===== config.mk =====
export PLATFORM = sky130hd
export DESIGN_NAME = activation_fwd_bwd_unit
export DESIGN_NICKNAME = d
export VERILOG_FILES = /design/src/rtl/afb_pkg.sv /design/src/rtl/afb_const_div.sv /design/src/rtl/activation_fwd_bwd_unit.sv
export SDC_FILE = /design/constraint.sdc
export NUM_CORES = 2
export LEC_CHECK = 0
export CORE_MARGIN = 2
export CORE_UTILIZATION = 34
export CTS_CLUSTER_DIAMETER = 50
export DETAILED_ROUTE_END_ITERATION = 8
export DONT_BUFFER_PORTS = 1
export GPL_TIMING_DRIVEN = 1
export PLACE_DENSITY_LB_ADDON = 0.1
export SYNTH_ARGS = -nofsm -noshare
export SYNTH_HDL_FRONTEND = slang
export SYNTH_SLANG_ARGS = --single-unit

===== constraint.sdc =====
create_clock -name clk -period 15.55 [get_ports clk]
set_input_delay 0 -clock clk [delete_from_list [all_inputs] [get_ports clk]]
set_output_delay 0 -clock clk [all_outputs]
set_load 0.005 [all_outputs]

===== src/rtl/afb_pkg.sv =====
`default_nettype none
package afb_pkg;

  localparam int SEGMENTS_DEF = 32;
  localparam int ONE_Q12      = 4096;
  localparam int X_SPAN       = 32768;
  localparam int TAYLOR_TERMS = 20;
  localparam int Q30_SH       = 30;

  typedef enum logic [1:0] {
    MODE_RELU_FWD = 2'd0,
    MODE_RELU_BWD = 2'd1,
    MODE_SIG_FWD  = 2'd2,
    MODE_SIG_BWD  = 2'd3
  } mode_t;

  // Enables for the two register stages of the constant divider
  typedef struct packed {
    logic s1;
    logic s2;
  } div_en_t;

  // Restoring shift-subtract quotient, evaluated at elaboration only
  function automatic longint unsigned udiv64(input longint unsigned n,
                                             input longint unsigned d);
    longint unsigned quo;
    longint unsigned rem;
    quo = '0;
    rem = '0;
    for (int b = 63; b >= 0; b--) begin
      rem = {rem[62:0], n[b]};
      if (rem >= d) begin
        rem    = rem - d;
        quo[b] = 1'b1;
      end
    end
    return quo;
  endfunction

  // round(4096 * sigmoid(num / 4096)), evaluated at elaboration only
  function automatic logic [12:0] sig_point(input longint unsigned num);
    longint unsigned h;
    longint unsigned term;
    longint unsigned e;
    longint unsigned den;
    longint unsigned q;
    longint          sum;
    h    = num << 14;
    term = 64'd1 << Q30_SH;
    sum  = longint'(term);
    for (int i = 1; i <= TAYLOR_TERMS; i++) begin
      term = udiv64((term * h) >> Q30_SH, 64'(i));
      if (i[0]) begin
        sum = sum - longint'(term);
      end else begin
        sum = sum + longint'(term);
      end
    end
    e = (sum < 0) ? 64'd0 : longint'(sum);
    for (int j = 0; j < 4; j++) begin
      e = (e * e + (64'd1 << (Q30_SH - 1))) >> Q30_SH;
    end
    den = (64'd1 << Q30_SH) + e;
    q   = udiv64((64'd1 << 43) + den, den << 1);
    return 13'(q);
  endfunction

endpackage
`default_nettype wire


===== src/rtl/afb_const_div.sv =====
`default_nettype none
// Two-stage divide by a constant: reciprocal multiply, then one correction step.
module afb_const_div #(
  parameter int NUM_W = 16,
  parameter int DIV   = 1024,
  parameter int QUO_W = 6,
  parameter int REM_W = 10
) (
  input  wire                    clk,
  input  wire afb_pkg::div_en_t  en,
  input  wire        [NUM_W-1:0] num_i,
  output logic       [QUO_W-1:0] quo_o,
  output logic       [REM_W-1:0] rem_o
);
  import afb_pkg::*;

  localparam longint RECIP = (64'd1 << NUM_W) / DIV;
  localparam int     MW    = $clog2(RECIP + 1);
  localparam int     PW    = NUM_W + MW + QUO_W;

  logic [PW-1:0]    prod;
  logic [QUO_W-1:0] q0_r;
  logic [NUM_W-1:0] num_r;
  logic [NUM_W-1:0] rem_raw;
  logic [QUO_W-1:0] quo_nxt;
  logic [REM_W-1:0] rem_nxt;

  // q0 never exceeds the true quotient and trails it by at most one
  assign prod = PW'(num_i) * PW'(RECIP);

  always_comb begin
    rem_raw = num_r - NUM_W'(NUM_W'(q0_r) * NUM_W'(DIV));
    if (rem_raw >= NUM_W'(DIV)) begin
      quo_nxt = q0_r + QUO_W'(1);
      rem_nxt = REM_W'(rem_raw - NUM_W'(DIV));
    end else begin
      quo_nxt = q0_r;
      rem_nxt = REM_W'(rem_raw);
    end
  end

  always_ff @(posedge clk) begin
    if (en.s1) begin
      q0_r  <= prod[NUM_W +: QUO_W];
      num_r <= num_i;
    end
    if (en.s2) begin
      quo_o <= quo_nxt;
      rem_o <= rem_nxt;
    end
  end

endmodule
`default_nettype wire


===== src/rtl/activation_fwd_bwd_unit.sv =====
`default_nettype none
// Element-wise activation engine in signed Q4.12 (1.0 = 4096).
// Input stream in_*: one beat per element; in_tdata carries act_in and grad_out,
// in_tlast marks the final element of a batch and is copied to out_tlast.
// Output stream out_*: one beat per input beat, same order; out_tdata is the
// saturated activation or input gradient.
// cfg_wr_en/cfg_wr_data write the 2-bit mode (relu fwd, relu bwd, logistic
// fwd, logistic bwd); write it only while the pipeline is empty.
// Throughput: one beat per cycle while the receiver accepts, set by a
// ten-stage pipeline with a stage-by-stage ready chain:
// reciprocal divide of |x| by the segment width (2 stages), sigmoid ROM read,
// slope multiply, reciprocal divide for the interpolation (2 stages),
// mirror for negative x, y*(1-y), gradient multiply, round/saturate/select.
// A stalled receiver holds the output beat; upstream stages keep filling
// bubbles and in_tready drops only once every stage holds a beat.
// Reset (rst_n low at a clock edge) empties the pipeline and sets mode to
// relu forward. The sigmoid table is a constant, built at elaboration.
module activation_fwd_bwd_unit #(
  parameter int SEGMENTS = afb_pkg::SEGMENTS_DEF
) (
  input  wire         clk,
  input  wire         rst_n,
  input  wire         cfg_wr_en,
  input  wire  [1:0]  cfg_wr_data,   // mode
  input  wire         in_tvalid,
  output logic        in_tready,
  input  wire  [31:0] in_tdata,      // [15:0] act_in, [31:16] grad_out
  input  wire         in_tlast,      // last_in
  output logic        out_tvalid,
  input  wire         out_tready,
  output logic [15:0] out_tdata,     // [15:0] result_value
  output logic        out_tlast      // last_out
);
  import afb_pkg::*;

  localparam int SEG_W    = (X_SPAN + SEGMENTS - 1) / SEGMENTS;
  localparam int HALF_SEG = SEG_W / 2;
  localparam int IDX_W    = $clog2(SEGMENTS + 1);
  localparam int F_W      = $clog2(SEG_W);
  localparam int A_W      = 16;
  localparam int Y_W      = 13;
  localparam int D_W      = 12;
  localparam int N_W      = D_W + F_W + 1;
  localparam int Q_W      = 12;
  localparam int P_W      = 24;
  localparam int PR_W     = 40;
  localparam int NSTG     = 10;

  typedef logic [Y_W-1:0] rom_t [SEGMENTS+1];

  function automatic rom_t build_rom();
    rom_t r;
    for (int k = 0; k <= SEGMENTS; k++) begin
      r[k] = sig_point(longint'(k) * longint'(SEG_W));
    end
    return r;
  endfunction

  localparam rom_t SIG_ROM = build_rom();

  mode_t mode_r;

  logic [NSTG:1]    v_r;
  logic [NSTG:1]    en;
  logic [15:0]      x_r    [1:NSTG-1];
  logic [15:0]      g_r    [1:NSTG-1];
  logic             last_r [1:NSTG];

  logic [15:0]      in_x;
  logic [15:0]      in_g;
  logic [A_W-1:0]   in_abs;

  logic [IDX_W-1:0] idx_s2;
  logic [F_W-1:0]   f_s2;
  logic [IDX_W-1:0] nidx;

  logic [Y_W-1:0]   y0_r3;
  logic [Y_W-1:0]   y1_r3;
  logic [F_W-1:0]   f_r3;
  logic [Y_W-1:0]   y0_r4;
  logic [N_W-1:0]   n_r4;
  logic [N_W-1:0]   n_nxt;
  logic [D_W-1:0]   slope;
  logic [Y_W-1:0]   y0_r5;
  logic [Y_W-1:0]   y0_r6;
  logic [Q_W-1:0]   q_s6;

  logic [Y_W-1:0]   yp;
  logic [Y_W-1:0]   y_r7;
  logic [Y_W-1:0]   y_nxt;
  logic [Y_W-1:0]   y_r8;
  logic [Y_W-1:0]   y_r9;
  logic [P_W-1:0]   p_r8;
  logic [P_W-1:0]   p_nxt;
  logic signed [PR_W-1:0] prod_r9;
  logic signed [PR_W-1:0] prod_nxt;
  logic signed [P_W+16:0] prod_full;

  logic [PR_W-1:0]  mag;
  logic [PR_W-1:0]  mag_rnd;
  logic [15:0]      rnd;
  logic signed [16:0] bwd_val;
  logic [15:0]      res_nxt;
  logic [15:0]      res_r;

  assign in_x   = in_tdata[15:0];
  assign in_g   = in_tdata[31:16];
  assign in_abs = in_x[15] ? A_W'(-in_x) : A_W'(in_x);

  // Ready chain: a stage may load when it is empty or its successor moves
  always_comb begin
    en[NSTG] = !v_r[NSTG] || out_tready;
    for (int k = NSTG - 1; k >= 1; k--) begin
      en[k] = !v_r[k] || en[k+1];
    end
  end

  assign in_tready  = en[1];
  assign out_tvalid = v_r[NSTG];
  assign out_tdata  = res_r;
  assign out_tlast  = last_r[NSTG];

  always_ff @(posedge clk) begin
    if (!rst_n) begin
      mode_r <= MODE_RELU_FWD;
      v_r    <= '0;
    end else begin
      if (cfg_wr_en) begin
        mode_r <= mode_t'(cfg_wr_data);
      end
      if (en[1]) begin
        v_r[1] <= in_tvalid;
      end
      for (int k = 2; k <= NSTG; k++) begin
        if (en[k]) begin
          v_r[k] <= v_r[k-1];
        end
      end
    end
  end

  // Side payload shift line: x, grad and last ride along with each beat
  always_ff @(posedge clk) begin
    if (en[1]) begin
      x_r[1]    <= in_x;
      g_r[1]    <= in_g;
      last_r[1] <= in_tlast;
    end
    for (int k = 2; k <= NSTG - 1; k++) begin
      if (en[k]) begin
        x_r[k] <= x_r[k-1];
        g_r[k] <= g_r[k-1];
      end
    end
    for (int k = 2; k <= NSTG; k++) begin
      if (en[k]) begin
        last_r[k] <= last_r[k-1];
      end
    end
  end

  // Stages 1-2: segment index and offset of |x|
  afb_const_div #(
    .NUM_W (A_W),
    .DIV   (SEG_W),
    .QUO_W (IDX_W),
    .REM_W (F_W)
  ) u_seg_div (
    .clk   (clk),
    .en    ('{s1: en[1], s2: en[2]}),
    .num_i (in_abs),
    .quo_o (idx_s2),
    .rem_o (f_s2)
  );

  // The top segment has no right neighbor; its offset is always zero there
  assign nidx = (idx_s2 == IDX_W'(SEGMENTS)) ? idx_s2 : idx_s2 + IDX_W'(1);

  // Stage 3: table read of both segment ends
  always_ff @(posedge clk) begin
    if (en[3]) begin
      y0_r3 <= SIG_ROM[idx_s2];
      y1_r3 <= SIG_ROM[nidx];
      f_r3  <= f_s2;
    end
  end

  // Stage 4: slope times offset, plus half a segment for rounding
  assign slope = D_W'(y1_r3 - y0_r3);
  assign n_nxt = N_W'(N_W'(slope) * N_W'(f_r3)) + N_W'(HALF_SEG);

  always_ff @(posedge clk) begin
    if (en[4]) begin
      n_r4  <= n_nxt;
      y0_r4 <= y0_r3;
    end
  end

  // Stages 5-6: interpolation step divided by the segment width
  afb_const_div #(
    .NUM_W (N_W),
    .DIV   (SEG_W),
    .QUO_W (Q_W),
    .REM_W (F_W)
  ) u_interp_div (
    .clk   (clk),
    .en    ('{s1: en[5], s2: en[6]}),
    .num_i (n_r4),
    .quo_o (q_s6),
    .rem_o ()
  );

  always_ff @(posedge clk) begin
    if (en[5]) begin
      y0_r5 <= y0_r4;
    end
    if (en[6]) begin
      y0_r6 <= y0_r5;
    end
  end

  // Stage 7: mirror around one half for negative inputs
  assign yp    = y0_r6 + Y_W'(q_s6);
  assign y_nxt = x_r[6][15] ? Y_W'(ONE_Q12) - yp : yp;

  // Stage 8: y * (1 - y) in Q24
  assign p_nxt = P_W'(P_W'(y_r7) * P_W'(Y_W'(ONE_Q12) - y_r7));

  // Stage 9: gradient times derivative
  always_comb begin
    prod_full = $signed(g_r[8]) * $signed({1'b0, p_r8});
    prod_nxt  = PR_W'(prod_full);
  end

  always_ff @(posedge clk) begin
    if (en[7]) begin
      y_r7 <= y_nxt;
    end
    if (en[8]) begin
      y_r8 <= y_r7;
      p_r8 <= p_nxt;
    end
    if (en[9]) begin
      y_r9    <= y_r8;
      prod_r9 <= prod_nxt;
    end
  end

  // Stage 10: round half away from zero, saturate, select by mode
  always_comb begin
    mag     = prod_r9[PR_W-1] ? PR_W'(-prod_r9) : PR_W'(prod_r9);
    mag_rnd = mag + (PR_W'(1) << 23);
    rnd     = mag_rnd[39:24];
    bwd_val = prod_r9[PR_W-1] ? -$signed({1'b0, rnd}) : $signed({1'b0, rnd});
    case (mode_r)
      MODE_RELU_FWD: begin
        res_nxt = ($signed(x_r[9]) > 16'sd0) ? x_r[9] : 16'd0;
      end
      MODE_RELU_BWD: begin
        res_nxt = ($signed(x_r[9]) > 16'sd0) ? g_r[9] : 16'd0;
      end
      MODE_SIG_FWD: begin
        res_nxt = 16'(y_r9);
      end
      MODE_SIG_BWD: begin
        if (bwd_val > 17'sd32767) begin
          res_nxt = 16'h7fff;
        end else if (bwd_val < -17'sd32768) begin
          res_nxt = 16'h8000;
        end else begin
          res_nxt = bwd_val[15:0];
        end
      end
      default: begin
        res_nxt = 16'd0;
      end
    endcase
  end

  always_ff @(posedge clk) begin
    if (en[10]) begin
      res_r <= res_nxt;
    end
  end

endmodule
`default_nettype wire

==> results by group <==
Timing
  – Final Hold Viols: 0
  – Fmax: 0.1219 GHz
  – RSZ-0062 raised after global routing: no
  – Clk_skew: 0.02777 ns
  – Relative slew slack: 21.78%
  – Min Tclk post-route: 8.205 ns
  – Setup violations, final: 0
  – Slew @ Worst Pin: 1.173 ns
  – Final Cycle Share: 52.77%
  – Final setup TNS: 0 ns
  – Max-slew violation count: 0

Drt
  – Drt pass-1 iters: 5
  – DR iter-0 viols: 1368
  – WL per Instance: 18.96 µm
  – Total vias in the final route: 26470
  – DRT antenna net count: 0
  – Vias per Instance: 4.615
  – Residual DRC: 0
  – DRT Wirelength: 108.7 mm

Layout
  – Area of the multi-input gates: 24480 µm²
  – Final instance area: 49510 µm²
  – Layout area overhead: 11.66%
  – Final Util: 38.24%
  – Seq. cell area: 16700 µm²
  – Post-layout nets: 4812
  – Fillers: 12740
  – Fraction of layout cells with a size suffix above 1: 6.618%

Critical path
  – Slowest-stage cell, CP: xor2_1
  – CP Launch Type: flip-flop
  – Largest delay share family, worst path: adder cells
  – Critical Setup Path Class: reg -> reg
  – Worst Path Max Fanout: 10
  – CP arrival: 8.62 ns
  – CP peak stage delay: 0.66 ns
  – Worst path bufs/invs: 4
  – CP endpoint kind: flip-flop
  – Critical path required time: 15.96 ns

Synth
  – Avg Inst Size Synth: 11.44 µm²
  – Synth Flop Type: edfxtp_1
  – Seq/Total Area, Yosys: 37.66%
  – Yosys top cell area share: 37.11%
  – Distinct cell type count after synthesis: 100
  – Synth area leaders: edfxtp_1, fa_1, ha_1
  – Net Count, Synth: 4762
  – Seq cells post-synth: 560
  – Post-synth ARST share: 0%
  – Mapped cell area: 44340 µm²
  – Synthesis Warnings: 0
  – Syn Inst Count: 3876
  – Synth area leader: edfxtp_1
  – Post-synth EDFFs: 548

Global routing
  – Largest net degree at the start of global routing: 58
  – Number of antenna violations at the first check in global routing: 6
  – Total track usage: 16.95%
  – Gr ovfl total: 0
  – Vias in the first global route: 28680
  – First-pass GRT wire length: 172.3 mm

Clocking
  – CTS tree: yes
  – CTS Buffer Depth: 3
  – Clock transition at the registers of the reported paths: 0.06 ns
  – Setup Fix Bufs, Post-CTS: 0
  – Num CTS Buffers: 79
  – CTS root buf: clkbuf_16
  – Htree depth: 3
  – Post-CTS sizing: 0
  – Clock Latency Late Sink: 0.67 ns
  – Clk sinks: 560

Worst hold path
  – Worst Hold Class: in -> reg

Placement
  – IO Port Bufs: 0
  – Routability congestion estimate: 0.8363
  – DP Wirelength: 82.90 mm
  – Cell Area, Placed: 46240 µm²

Floorplan
  – Die span in y: 365.1 µm
  – Chip width: 365.1 µm
  – Initial core utilization: 34.24%
  – Die Area: 133300 µm²
  – Core Area: 129500 µm²
  – Io pins: 59
  – Placement Rows: 132

Run
  – Max_cap viols: 0

Status
  – Status: complete, no violations
## timing repair
item | CTS | global route
setup endpoints to repair | 0 | 0
hold buffers | 58 | 0
endpoints found under the hold margin | 60 | 0
## layer usage
metal / part of all wire, % / GRT usage, % / up-vias
met2: 47 / 28.15 / 361
met4: 2.3 / 4.454 / 0
li1: - / - / 12690
met3: 3.3 / 2.517 / 138
met5: 0 / 0 / -
met1: 47 / 23.14 / 13280
## metrics by stage
stage | instances | hold slack (ns) | setup WS, ns
final | 5735 | 0.05852 | 7.345
after global routing | 5735 | 0.05845 | 6.319
after CTS | 5731 | 0.007388 | 7.181
after detailed placement | 5529 | 0.09893 | 7.213
after global placement | 5529 | 0.09892 | 7.280
after floorplan | 3876 | 0.09887 | 8.335
## Yosys cell counts (all sizes together), types with 18 or more instances
master / number
o211ai: 25
nand3: 43
clkbuf: 121
xor2: 44
nand2: 406
nor2: 125
edfxtp: 548
nor3: 39
nor2b: 69
and2: 217
a31oi: 19
a21oi: 93
a21o: 31
fa: 516
nand2b: 102
o21ai: 65
a22oi: 18
inv: 681
xnor2: 126
ha: 330
## worst reg2reg max path, delay by kind of cell, from the launching register on
| kind | cells | cell delay [ns] |
|---|---|---|
| xor gates and xnor gates | 2 | 0.76 |
| and+or+nand+nor | 5 | 0.95 |
| AOI/OAI and AO/OA | 11 | 2.68 |
| buffers and inverters | 4 | 0.26 |
| DFF | 1 | 0.39 |
| adders and majority gates | 7 | 2.91 |
## flip-flops by register name, indices dropped and copies added, names as in the netlist
signal,count
f_r3,10
v_r,10
y_r8,13
g_r,144
n_r4,13
p_r8,23
u_interp_div.quo_o,12
y_r9,13
mode_r,2
y0_r6,11
u_seg_div.num_r,16
out_tdata,16
u_interp_div.num_r,13
x_r,141
y0_r3,11
u_seg_div.rem_o,10
y0_r5,11
y_r7,13
last_r,10
y1_r3,11
y0_r4,11
u_seg_div.quo_o,6
prod_r9,40
## cell type report
cell class | count | share of cell area, %
clock inverter | 47 | 1.193
timing repair buffer | 102 | 1.840
sequential | 560 | 33.72
antenna | 4 | 0.02022
multi-input combinational | 2501 | 49.44
tap | 1742 | 4.402
clock buffer | 97 | 4.213
inverter | 682 | 5.173
## cells in the final DEF, fill, tap and decap left out, types with 7 or more instances in the layout
cell type	count
nand3_1	39
xnor2_1	126
clkbuf_1	15
or3_1	17
dlygate4sd3_1	58
bufinv_16	7
nor2_1	124
a31oi_1	18
inv_1	675
nand2b_1	101
nor4_1	7
and2_1	213
o31ai_1	13
o211ai_1	13
fa_1	516
o21ai_0	63
nand2_1	402
o21bai_1	17
xor2_1	41
o211ai_2	12
clkinv_2	10
buf_4	44
edfxtp_1	548
or2_2	14
nor2b_1	68
clkinv_1	8
mux2i_1	11
and3_1	14
a21o_1	31
nand4_1	12
a21oi_1	91
a211oi_1	8
a22oi_1	18
o21a_1	14
a21boi_0	12
clkbuf_16	80
o41ai_1	7
nor3_1	35
dfxtp_1	12
ha_1	330
## cell families after synthesis
| kind of cell | Yosys count | synth area share, % |
|---|---|---|
| AND/OR/NAND/NOR | 1096 | 12.66 |
| AO/OA/AOI/OAI | 372 | 5.988 |
| adder cells (fa/ha/maj) | 846 | 32.61 |
| buffers and inverters | 815 | 7.221 |
| flip-flops | 560 | 37.66 |
| XOR/XNOR | 170 | 3.434 |
| multiplexers | 17 | 0.4261 |
## worst paths after layout
| kind | startpoint | slack [ns] | end | cells past startpoint |
|---|---|---|---|---|
| max | y0_r3[1] | 7.34 | n_r4[22] | 29 |
| min reg2reg | x_r[0][132] | 0.39 | x_r[0][148] | 0 |
| min | cfg_wr_en | 0.06 | mode_r[1] | 3 |
| max reg2reg | y0_r3[1] | 7.34 | n_r4[22] | 29 |
Power is not shown: default switching activity piles up to over one toggle a cycle in this logic, so the estimate is an artifact.
